## src/design/ttlc_pkg.sv

```systemverilog
package ttlc_pkg;

   // Sizing of the slot array.
   localparam int CAPACITY       = 16;
   localparam int CHECK_INTERVAL = 5;
   localparam int IDX_W          = $clog2(CAPACITY);
   localparam int CNT_W          = $clog2(CAPACITY + 1);
   localparam int CMP_W          = (CNT_W > 5) ? CNT_W : 5;

   // Request codes.
   localparam logic [1:0] REQ_ADD    = 2'd0;
   localparam logic [1:0] REQ_LOOKUP = 2'd1;
   localparam logic [1:0] REQ_CHECK  = 2'd2;

   // Configuration register indexes.
   localparam logic CSR_MAX_ENTRIES = 1'b0;
   localparam logic CSR_TTL         = 1'b1;

   typedef enum logic [2:0] {
      ST_HIT     = 3'd0,
      ST_MISS    = 3'd1,
      ST_INSERTED= 3'd2,
      ST_CHANGED = 3'd3,
      ST_SAME    = 3'd4,
      ST_RAN     = 3'd5,
      ST_SKIPPED = 3'd6,
      ST_INVALID = 3'd7
   } status_type;

   typedef enum logic [1:0] {
      S_IDLE,
      S_SCAN,
      S_MAINT,
      S_RESP
   } state_type;

   typedef enum logic [1:0] {
      WR_UPDATE,
      WR_INSERT,
      WR_TOUCH,
      WR_EVICT
   } wr_op_type;

   typedef struct packed {
      logic [1:0]  req_type;
      logic [31:0] key;
      logic [63:0] name_word;
      logic [31:0] now;
   } req_pkt_type;

   typedef struct packed {
      logic [2:0]  status;
      logic [63:0] found_name;
      logic [4:0]  entries_in_use;
      logic [31:0] hits_total;
      logic [31:0] misses_total;
   } rsp_pkt_type;

   // Token that walks down the row of slot cells, gathering search results.
   typedef struct packed {
      logic             live;
      logic             maint;
      logic             hit;
      logic [IDX_W-1:0] hit_idx;
      logic [63:0]      hit_name;
      logic [31:0]      hit_created;
      logic             free;
      logic [IDX_W-1:0] free_idx;
      logic             old;
      logic [IDX_W-1:0] old_idx;
      logic [31:0]      old_acc;
      logic [CNT_W-1:0] count;
   } probe_type;

   // Write command broadcast to all cells.
   typedef struct packed {
      logic             en;
      wr_op_type        op;
      logic [IDX_W-1:0] idx;
      logic [31:0]      key;
      logic [63:0]      name;
      logic [31:0]      stamp;
   } wr_cmd_type;

endpackage

```

## src/design/ttlc_cell.sv

```systemverilog
module ttlc_cell (
   input  logic                      clock,
   input  logic                      reset,
   input  logic [ttlc_pkg::IDX_W-1:0] cell_idx,
   input  logic [31:0]               key,
   input  logic [31:0]               now,
   input  logic [31:0]               ttl,
   input  ttlc_pkg::wr_cmd_type      wr,
   input  ttlc_pkg::probe_type       probe_in,
   output ttlc_pkg::probe_type       probe_out
);
   import ttlc_pkg::*;

   logic        valid_ff, valid_in;
   logic [31:0] key_ff;
   logic [63:0] name_ff;
   logic [31:0] created_ff;
   logic [31:0] accessed_ff;
   probe_type   probe_ff, probe_in_q;
   logic        expired;
   logic        sel;

   assign expired = (now - created_ff) >= ttl;
   assign sel     = wr.en && (wr.idx == cell_idx);

   // Fold this slot into the passing token.
   always_comb begin
      probe_in_q = probe_in;
      valid_in   = valid_ff;
      if (probe_in.live) begin
         if (!probe_in.maint) begin
            if (valid_ff && (key_ff == key) && !probe_in.hit) begin
               probe_in_q.hit         = 1'b1;
               probe_in_q.hit_idx     = cell_idx;
               probe_in_q.hit_name    = name_ff;
               probe_in_q.hit_created = created_ff;
            end
            if (!valid_ff && !probe_in.free) begin
               probe_in_q.free     = 1'b1;
               probe_in_q.free_idx = cell_idx;
            end
            if (valid_ff && (!probe_in.old || (accessed_ff < probe_in.old_acc))) begin
               probe_in_q.old     = 1'b1;
               probe_in_q.old_idx = cell_idx;
               probe_in_q.old_acc = accessed_ff;
            end
         end else begin
            if (valid_ff && expired) begin
               valid_in = 1'b0;
            end
            if (valid_ff && !expired) begin
               probe_in_q.count = probe_in.count + CNT_W'(1);
               if (!probe_in.old || (accessed_ff < probe_in.old_acc)) begin
                  probe_in_q.old     = 1'b1;
                  probe_in_q.old_idx = cell_idx;
                  probe_in_q.old_acc = accessed_ff;
               end
            end
         end
      end
      if (sel) begin
         case (wr.op)
            WR_INSERT: valid_in = 1'b1;
            WR_EVICT:  valid_in = 1'b0;
            default:   valid_in = valid_in;
         endcase
      end
   end

   // Control state of the cell.
   always_ff @(posedge clock) begin
      if (reset) begin
         valid_ff <= 1'b0;
         probe_ff <= '0;
      end else begin
         valid_ff <= valid_in;
         probe_ff <= probe_in_q;
      end
   end

   // Slot payload.
   always_ff @(posedge clock) begin
      if (sel) begin
         case (wr.op)
            WR_INSERT: begin
               key_ff      <= wr.key;
               name_ff     <= wr.name;
               created_ff  <= wr.stamp;
               accessed_ff <= wr.stamp;
            end
            WR_UPDATE: begin
               name_ff     <= wr.name;
               created_ff  <= wr.stamp;
               accessed_ff <= wr.stamp;
            end
            WR_TOUCH: accessed_ff <= wr.stamp;
            default: ;
         endcase
      end
   end

   assign probe_out = probe_ff;

endmodule

```

## config.mk

```make
export PLATFORM = sky130hd
export DESIGN_NAME = ttlc_cell
export DESIGN_NICKNAME = d
export VERILOG_FILES = /design/src/design/ttlc_pkg.sv /design/src/design/ttlc_cell.sv
export SDC_FILE = /design/constraint.sdc
export NUM_CORES = 1
export LEC_CHECK = 0
export ABC_AREA = 1
export BUFFER_PORTS_ARGS = -buffer_cell sky130_fd_sc_hd__buf_2
export CAP_MARGIN = 0
export CORE_AREA = 2 2 210 212
export DETAILED_ROUTE_END_ITERATION = 16
export DIE_AREA = 0 0 212 214
export PLACE_DENSITY_LB_ADDON = 0.25
export REMOVE_ABC_BUFFERS = 1
export SETUP_SLACK_MARGIN = 0.02
export SLEW_MARGIN = 10
export SYNTH_ARGS = -nofsm -noshare
export SYNTH_HDL_FRONTEND = slang
export SYNTH_SLANG_ARGS = --single-unit
```

## constraint.sdc

```tcl
create_clock -name clock -period 9.35 [get_ports clock]
set_input_delay 1.4025 -clock clock [delete_from_list [all_inputs] [get_ports clock]]
set_output_delay 1.4025 -clock clock [all_outputs]
set_load 0.01 [all_outputs]
```

* Word level (Yosys, flattened, before mapping) *
Cells that the tools add are included.

storage, ports and cells
  memories = 0
  output and inout bits = 150
  register bits after elaboration = 311
  bits in read-only memories = 0
  bits in writable memories = 0
  word-level logic and storage cells = 59
  input bits = 387
  latch bits = 0

operators by class
  reductions and logical operators = 19
  $lt $le $gt $ge = 2
  bitwise operators = 0
  multiply operators = 0
  multiplexer cells = 14
  div/mod/pow operators = 0
  shifts and indexed selects = 0
  equal/unequal tests = 5
  add/sub/neg operators = 2

operators by type and width
  operator             count
  $mux 148             1
  $mux 37              3
  $mux 106             1
  $mux 101             1
  $mux 42              1
  $eq 32x32->1         1
  $ge 32x32->1         1
  $lt 32x32->1         1
  $sub 32x32->32       1
  $mux 5               2
  $logic_and 1x1->1    7
  $reduce_and 2->1     3
  $add 5x1->5 const B  1
  $logic_not 1->1      5
  $eq 2x2->1 const B   2
  $eq 4x4->1           1
  $mux 1               4
  $reduce_or 3->1      1
  $eq 2x1->1 const B   1
  $logic_not 2->1      1
  $pmux 1 s2           1
  $reduce_or 2->1      1
  $logic_or 1x1->1     1

* Longest topological paths before layout *
Gate-level depths: netlist (run 1).

  depth after elaboration = 8
  depth in mapped cells = 34
  gate-level depth less buffers = 32

* Worst setup path before layout (run 1) *
OpenSTA, ideal clock, no wires.

  path type = input -> register
  start point = in cell_idx[3] in the netlist's numbering
  end point = reg key_ff[0] (enable)
  arrival time = 7.154 ns
  required time = 8.963 ns
  setup time = 0.387 ns
  setup slack = 1.808 ns
  buffers on the path = 0
  cell stages on the path = 6
  cells stage by stage = xor2_1 nor4_1 nand2_1 nor2_1 nand2_1 inv_1

between the ends
  cells in the longest elaborated chain, start to end = 3

RTL lines
  element                            RTL line         RTL
  from (decl)                        ttlc_cell.sv:4   input logic [ttlc_pkg::IDX_W-1:0] cell_idx,
  $eq 4x4->1                         ttlc_cell.sv:24  assign sel = wr.en && (wr.idx == cell_idx);
  $logic_and 1x1->1                  ttlc_cell.sv:24
  $reduce_and 2->1 (no source line)  -
  to (signal assigned)               ttlc_cell.sv:86  key_ff <= wr.key;
  to (decl)                          ttlc_cell.sv:15  logic [31:0] key_ff;

No other way between the ends.
A chain may end at the register's enable or synchronous reset.

* Worst setup path in the final report (run 1) *
  start point = in now[2]
  end point = reg probe_ff, in the netlist probe_out[16]

between the ends
  cells in the longest elaborated chain, start to end = 7

RTL lines
  element               RTL line         RTL
  from (decl)           ttlc_cell.sv:6   input logic [31:0] now,
  $sub 32x32->32        ttlc_cell.sv:23  assign expired = (now - created_ff) >= ttl;
  $ge 32x32->1          ttlc_cell.sv:23
  $logic_not 1->1       ttlc_cell.sv:51  if (valid_ff && !expired) begin
  $logic_and 1x1->1     ttlc_cell.sv:51
  $mux 42               ttlc_cell.sv:51
  $mux 37               ttlc_cell.sv:31  if (!probe_in.maint) begin
  $mux 148              ttlc_cell.sv:30  if (probe_in.live) begin
  to (signal assigned)  ttlc_cell.sv:77  probe_ff <= probe_in_q;
  to (decl)             ttlc_cell.sv:19  probe_type probe_ff, probe_in_q;

No other way between the ends.

==> impl_metrics.toml, run 1 <==
[synth]
avgSynthCellArea_sq_um = 7.88
ys_warn_count = 0
synth_edf_count = 160
synthesis.area_sq_um = 16600
ys_seq_elements = 311
ys_seq_area_share_pct = 47.3
synthArstFlopShare_pct = 0
yosysUniqueCellTypes = 39
netlist_top_cells_area = "edfxtp_1, dfxtp_1, nand2_1"
syn_inst = 2101
yosys.area.top_type_share_pct = 29.0
ys.flop_type = "edfxtp_1"
yosys.area.top_type = "edfxtp_1"

[drt]
drt-vias-per-instance = 4.76
postRouteAntennaNets = 0
dr.pass1.iters = 5
wl_per_cell_microns = 17.1
wl_microns = 55200
drt-initial-drc-count = 966
drc = 0
vias = 15300

[power]
p_per_area_nw_per_um2 = 164
p_leak_nw = 11.3
pwr-share-comb_pct = 13.6
switching_share_pct = 25.6
intPower_mw = 2.56
clock_power_share_pct = 42.7
ir_worst_vdd_uv = 160
total_power_mw = 3.44
switching_power_uw = 882
seqPwrFrac_pct = 43.7

[floorplan]
io_pins = 537
die-area_sq_um = 45400
dieWidth_microns = 212
die_h_microns = 214
core_area_sq_um = 42900
start_util_pct = 38.6
core.rowCount = 76

[finish]
syn2layout_area_growth_pct = 26.7
drive_gt1_share_pct = 24.6
fin_area_sq_um = 21000
fin_nets = 3084
layout.cells.non_filler = 3224
finalCoreUtilization_pct = 48.9
fill_cells = 4301

[worst_setup_path]
cp_slowest_cell = "nand2_2"
cp_max_fo = 65
rr_startpoint = "created_ff[1]$_DFFE_PP_"
arrival_ns = 6.15
critPathLaunchType = "input port"
slowest_delay_ns = 0.69
cpMostUsedCell = "a21oi_1"
crit_type = "input port to flop"
required_ns = 9.78
cp-end-kind = "flop"
startpoint = "now[2]"
crit_chain = "buf_2, ha_1, a21oi_1, nand2_1, a21boi_0, o21bai_1, a21oi_1, o21bai_1, a21oi_1, xnor2_1, ha_1, a21oi_1, nor2_1, nor2_1, nand3_1, a21oi_2, nand3_1, inv_2, nand2_2, or2_2, a21oi_1, nor2_1"

[placed_design]
dp_hpwl_microns = 41500
placed_area_sq_um = 19700
dp.cells = 3147
globalplace.congestion = 0.907
io_buffers = 536

[sta]
min_period_ns = 5.72
fmax_mhz = 175
skew_ns = 0.0190
slew-limit-headroom_pct = 18.5
fin_crit_sh_pct = 61.2
rsz0062_at_grt = "false"
finalSetupViolations = 0
finalHoldViolations = 0
drv_slew = 0
tightest_slew_ns = 1.22
fin_tns_setup_ns = 0

[clock_network]
root_buffer = "clkbuf_16"
tritoncts = "yes"
cts_hold_buf = 0
htree_levels = 2
cts_setup_buffers = 0
clock_path_buffers = 3
clkSinkCount = 311
clk_pin_slew_ns = 0.06
worstSkewPairLatency_ns = 0.55
cts_inserted_buffers = 37
post_cts_resized = 0

[global_route]
antenna_found_initial = 16
groute.usage.overall_pct = 23.9
grt_pass1_wl_microns = 83500
overflow = 0
grt_max_degree = 101
grt_pass1_vias = 15300

[min_path]
min_from = "name_ff[42]$_DFFE_PP_"
min_path_type = "flop to flop"

[flow_run]
maxCapViolCount = 0

[outcome]
status = "finished, final reports clean"
-- registers in the layout (all words and copies together) (netlist names) --
signal       count
probe_out      150
name_ff         64
accessed_ff     32
created_ff      32
key_ff          32
valid_ff         1
-- layer usage --
layer | vias to the layer above | global-route usage, % | part of all wire (%)
li1 | 7652 | - | -
met1 | 7084 | 28.1 | 40
met2 | 506 | 42.9 | 50
met3 | 95 | 5.35 | 6.7
met4 | 12 | 7.42 | 2.7
met5 | - | 0 | 0.15
-- stage by stage --
stage | worst slack, ns | hold slack [ns]
finish | 3.63 | 0.575
CTS | 3.73 | 0.579
global route | 3.21 | 0.618
detailed placement | 3.15 | 0.570
floorplan | -0.458 | 0.546
global placement | 3.30 | 0.552
-- final cells by class --
type                       instances  area [sq um]  share of cell area, %
sequential                       311          7830                   37.3
multi-input combinational       1260          6720                   32.1
timing repair buffer             548          2770                   13.2
inverter                         443          1670                   7.95
clock buffer                      46          1010                   4.82
tap                              585           732                   3.49
clock inverter                    21           213                   1.01
antenna                           10          25.0                  0.119
-- final timing paths --
path	to	slack, ns	depth (start not counted)
setup / recovery	probe_out[16]$_SDFF_PP0_	3.63	22
hold / removal	probe_out[121]$_SDFF_PP0_	0.58	4
setup reg to reg	probe_out[16]$_SDFF_PP0_	4.12	22
hold reg to reg	probe_out[121]$_SDFF_PP0_	0.58	4
-- worst max-delay path: cells and delay by family --
family / cells / cell delay, ns
simple gates: 8 / 1.87
buf+inv: 2 / 0.29
xor+xnor: 1 / 0.14
fa+ha+maj: 2 / 0.62
compound gates: 9 / 1.80
-- cells in the final DEF (no fill, tap or decap), drive strengths merged --
cell type / Yosys / final
o211ai: 5 / 5
a31oi: 3 / 3
nand3: 49 / 49
nor2: 189 / 189
clkbuf: 45 / 46
diode: 0 / 10
inv: 443 / 444
xor2: 33 / 33
edfxtp: 160 / 160
and3: 1 / 1
xnor2: 16 / 16
fa: 1 / 1
o21bai: 8 / 8
a21boi: 2 / 2
nor2b: 1 / 1
a21oi: 139 / 139
dfxtp: 151 / 151
buf: 42 / 548
o21a: 3 / 3
nor3: 10 / 10
ha: 95 / 95
o22ai: 3 / 3
nand2: 482 / 482
o21ai: 65 / 65
a21o: 5 / 5
nand4: 108 / 108
clkinv: 0 / 16
nor4: 5 / 5
o2111ai: 3 / 3
o31ai: 1 / 1
a221oi: 2 / 2
or2: 31 / 31
bufinv: 0 / 4
-- cell usage after synthesis, drive strengths merged, types with 10 or more instances --
master and n:
nor3 10, ha 95, nand3 49, buf 42
edfxtp 160, clkbuf 45, dfxtp 151, nand2 482
o21ai 65, or2 31, xnor2 16, nand4 108
inv 443, xor2 33, nor2 189, a21oi 139
-- cells by family (layout without fill, tap and decap cells) --
group,Yosys count,after routing,synth area share (%)
buffers and inverters,530,1058,12.5
flip-flops,311,311,47.3
other,0,10,0
adder cells (fa/ha/maj),96,96,7.30
AO/OA/AOI/OAI,239,239,7.77
AND/OR/NAND/NOR,876,876,22.6
XOR/XNOR,49,49,2.59
-- power by group through the flow --
stage                     Clock [mW]  Sequential [mW]  Combinational [mW]
final                           1.47             1.50               0.469
after global routing            1.55             1.51               0.532
after CTS                       1.50             1.50               0.471
after detailed placement           0             1.53               0.469
after global placement             0             1.53               0.459
after floorplan                    0             1.55               0.237
Note: power is estimated with default switching activity, not from simulation.
==> inputs of run 2 (changes only) <==
==> constraint.sdc (replaced) <==
create_clock -name clock -period 4.9 [get_ports clock]
set_input_delay 0.735 -clock clock [delete_from_list [all_inputs] [get_ports clock]]
set_output_delay 0.735 -clock clock [all_outputs]
set_load 0.01 [all_outputs]
==> run 2 against run 1 <==
First-iteration DRC count shrank 4.7%; die area is the same; sequential power grew 91%; combinational power grew 90%; cell area grew 0.18%; via count is essentially flat.
==> impl_metrics.toml, run 2 (synthesized netlist as in run 1, its figures left out) <==
[worst_setup_path]
cp-end-kind = "flop"
slowest_delay_ns = 0.48
cp.buffers_inverters = 3
cp_slowest_cell = "edfxtp_1"
critPathTopFamily = "compound AO/OA/AOI/OAI gates"
cp_max_fo = 61
crit_type = "flop to flop"
arrival_ns = 4.84
required_ns = 5.34
critPathLaunchType = "flop"
cpMostUsedCell = "a21oi_1"
crit_chain = "inv_1, ha_1, nand3_1, nand2_1, a21boi_0, o21bai_1, a21oi_1, o21bai_1, a21oi_1, xnor2_1, ha_1, a21oi_1, nor2_1, nor2_1, nand3_1, a21oi_2, nand3_1, inv_2, nand2_2, buf_12, or2_2, a21oi_1, nor2_1"

[placed_design]
io_buffers = 536
placed_area_sq_um = 19800
dp.cells = 3148
dp_hpwl_microns = 41900
globalplace.congestion = 0.958

[global_route]
grt_max_degree = 102
grt_pass1_vias = 15100
overflow = 0
antenna_found_initial = 22
grt_pass1_wl_microns = 83200
groute.usage.overall_pct = 23.8

[drt]
drc = 0
vias = 15400
postRouteAntennaNets = 0
wl_per_cell_microns = 17.0
wl_microns = 55000
drt-vias-per-instance = 4.75
drt-initial-drc-count = 921
dr.pass1.iters = 5

[sta]
fmax_mhz = 228
fin_crit_sh_pct = 89.6
min_period_ns = 4.39
slew-limit-headroom_pct = 20.9
finalHoldViolations = 0
skew_ns = 0.0129
drv_slew = 0
tightest_slew_ns = 1.19
finalSetupViolations = 0
rsz0062_at_grt = "false"

[floorplan]
start_util_pct = 38.6
die-area_sq_um = 45400
dieWidth_microns = 212
core_area_sq_um = 42900
die_h_microns = 214
io_pins = 537
core.rowCount = 76

[finish]
mostFrequentLayoutCells = "buf_2, nand2_1, inv_1"
layout_commonest_cell = "buf_2"
drive_gt1_share_pct = 24.7
layout.cells.non_filler = 3230
largest_register_ffs = 150
fin_nets = 3086
syn2layout_area_growth_pct = 26.9
fin_area_sq_um = 21000

[clock_network]
worstSkewPairLatency_ns = 0.56
cts_hold_buf = 0
tritoncts = "yes"
clk_pin_slew_ns = 0.06
post_cts_resized = 0
cts_inserted_buffers = 38
htree_levels = 2
root_buffer = "clkbuf_16"
clkSinkCount = 311
clock_path_buffers = 3
cts_setup_buffers = 0

[power]
p_per_area_nw_per_um2 = 310
ir_worst_vdd_uv = 291
p_leak_nw = 11.3

[min_path]
min_path_type = "input port to flop"

[flow_run]
maxCapViolCount = 0

[outcome]
status = "finished, final reports clean"
==> run 2: changes by cell type in the layout (fill, tap and decap cells not counted), sizes merged <==
| cell | before | now |
|---|---|---|
| diode | 10 | 12 |
| clkinvlp | 0 | 1 |
| clkbuf | 46 | 51 |
| buf | 548 | 549 |
| bufinv | 4 | 1 |
==> run 2: stage by stage <==
stage | TNS (ns) | hold WS [ns] | power [mW] | util (%) | worst slack (ns)
after floorplan | -579.88 | 0.546 | 3.41 | - | -4.24
after global placement | 0 | 0.557 | 3.79 | 46.1 | 0.312
after detailed placement | 0 | 0.563 | 3.82 | 46.1 | 0.197
after CTS | 0 | 0.320 | 6.59 | 48.9 | 0.595
after global routing | 0 | 0.331 | 6.80 | 49.0 | 0.151
final | 0 | 0.346 | 6.52 | 49.0 | 0.509
==> run 2: cell type report <==
cell class,count,area [sq um]
Antenna cell,12,30.0
Clock buffer,51,1070
Timing Repair Buffer,549,2810
Clock inverter,19,150
Multi-Input combinational cell,1260,6720
Sequential cell,311,7830
Fill cell,4199,21900
Inverter,443,1670
Tap cell,585,732
==> run 2: power breakdown <==
group / switching [mW] / total, mW / internal, mW / leakage (nW)
logic: 0.523 / 0.893 / 0.370 / 8.03
clock network: 1.16 / 2.76 / 1.60 / 0.607
registers: 0.0317 / 2.87 / 2.84 / 2.70
==> run 2: path summary, 6_finish.rpt <==
kind / startpoint / end / slack, ns / depth (start not counted)
worst max-delay path: created_ff[1]$_DFFE_PP_ / probe_out[17]$_SDFF_PP0_ / 0.51 / 23
worst min-delay path: wr[98] / key_ff[2]$_DFFE_PP_ / 0.35 / 1
worst max register to register: created_ff[1]$_DFFE_PP_ / probe_out[17]$_SDFF_PP0_ / 0.51 / 23
worst min register to register: name_ff[51]$_DFFE_PP_ / probe_out[130]$_SDFF_PP0_ / 0.57 / 4
==> run 2: routing by layer <==
layer  vias up  part of all wire [%]  track usage (%)
li1       7666                     -                -
met1      7064                    40             28.1
met2       510                    50             41.9
met3       108                   7.1             5.47
met4        10                   2.8             8.43
met5         -                  0.12                0
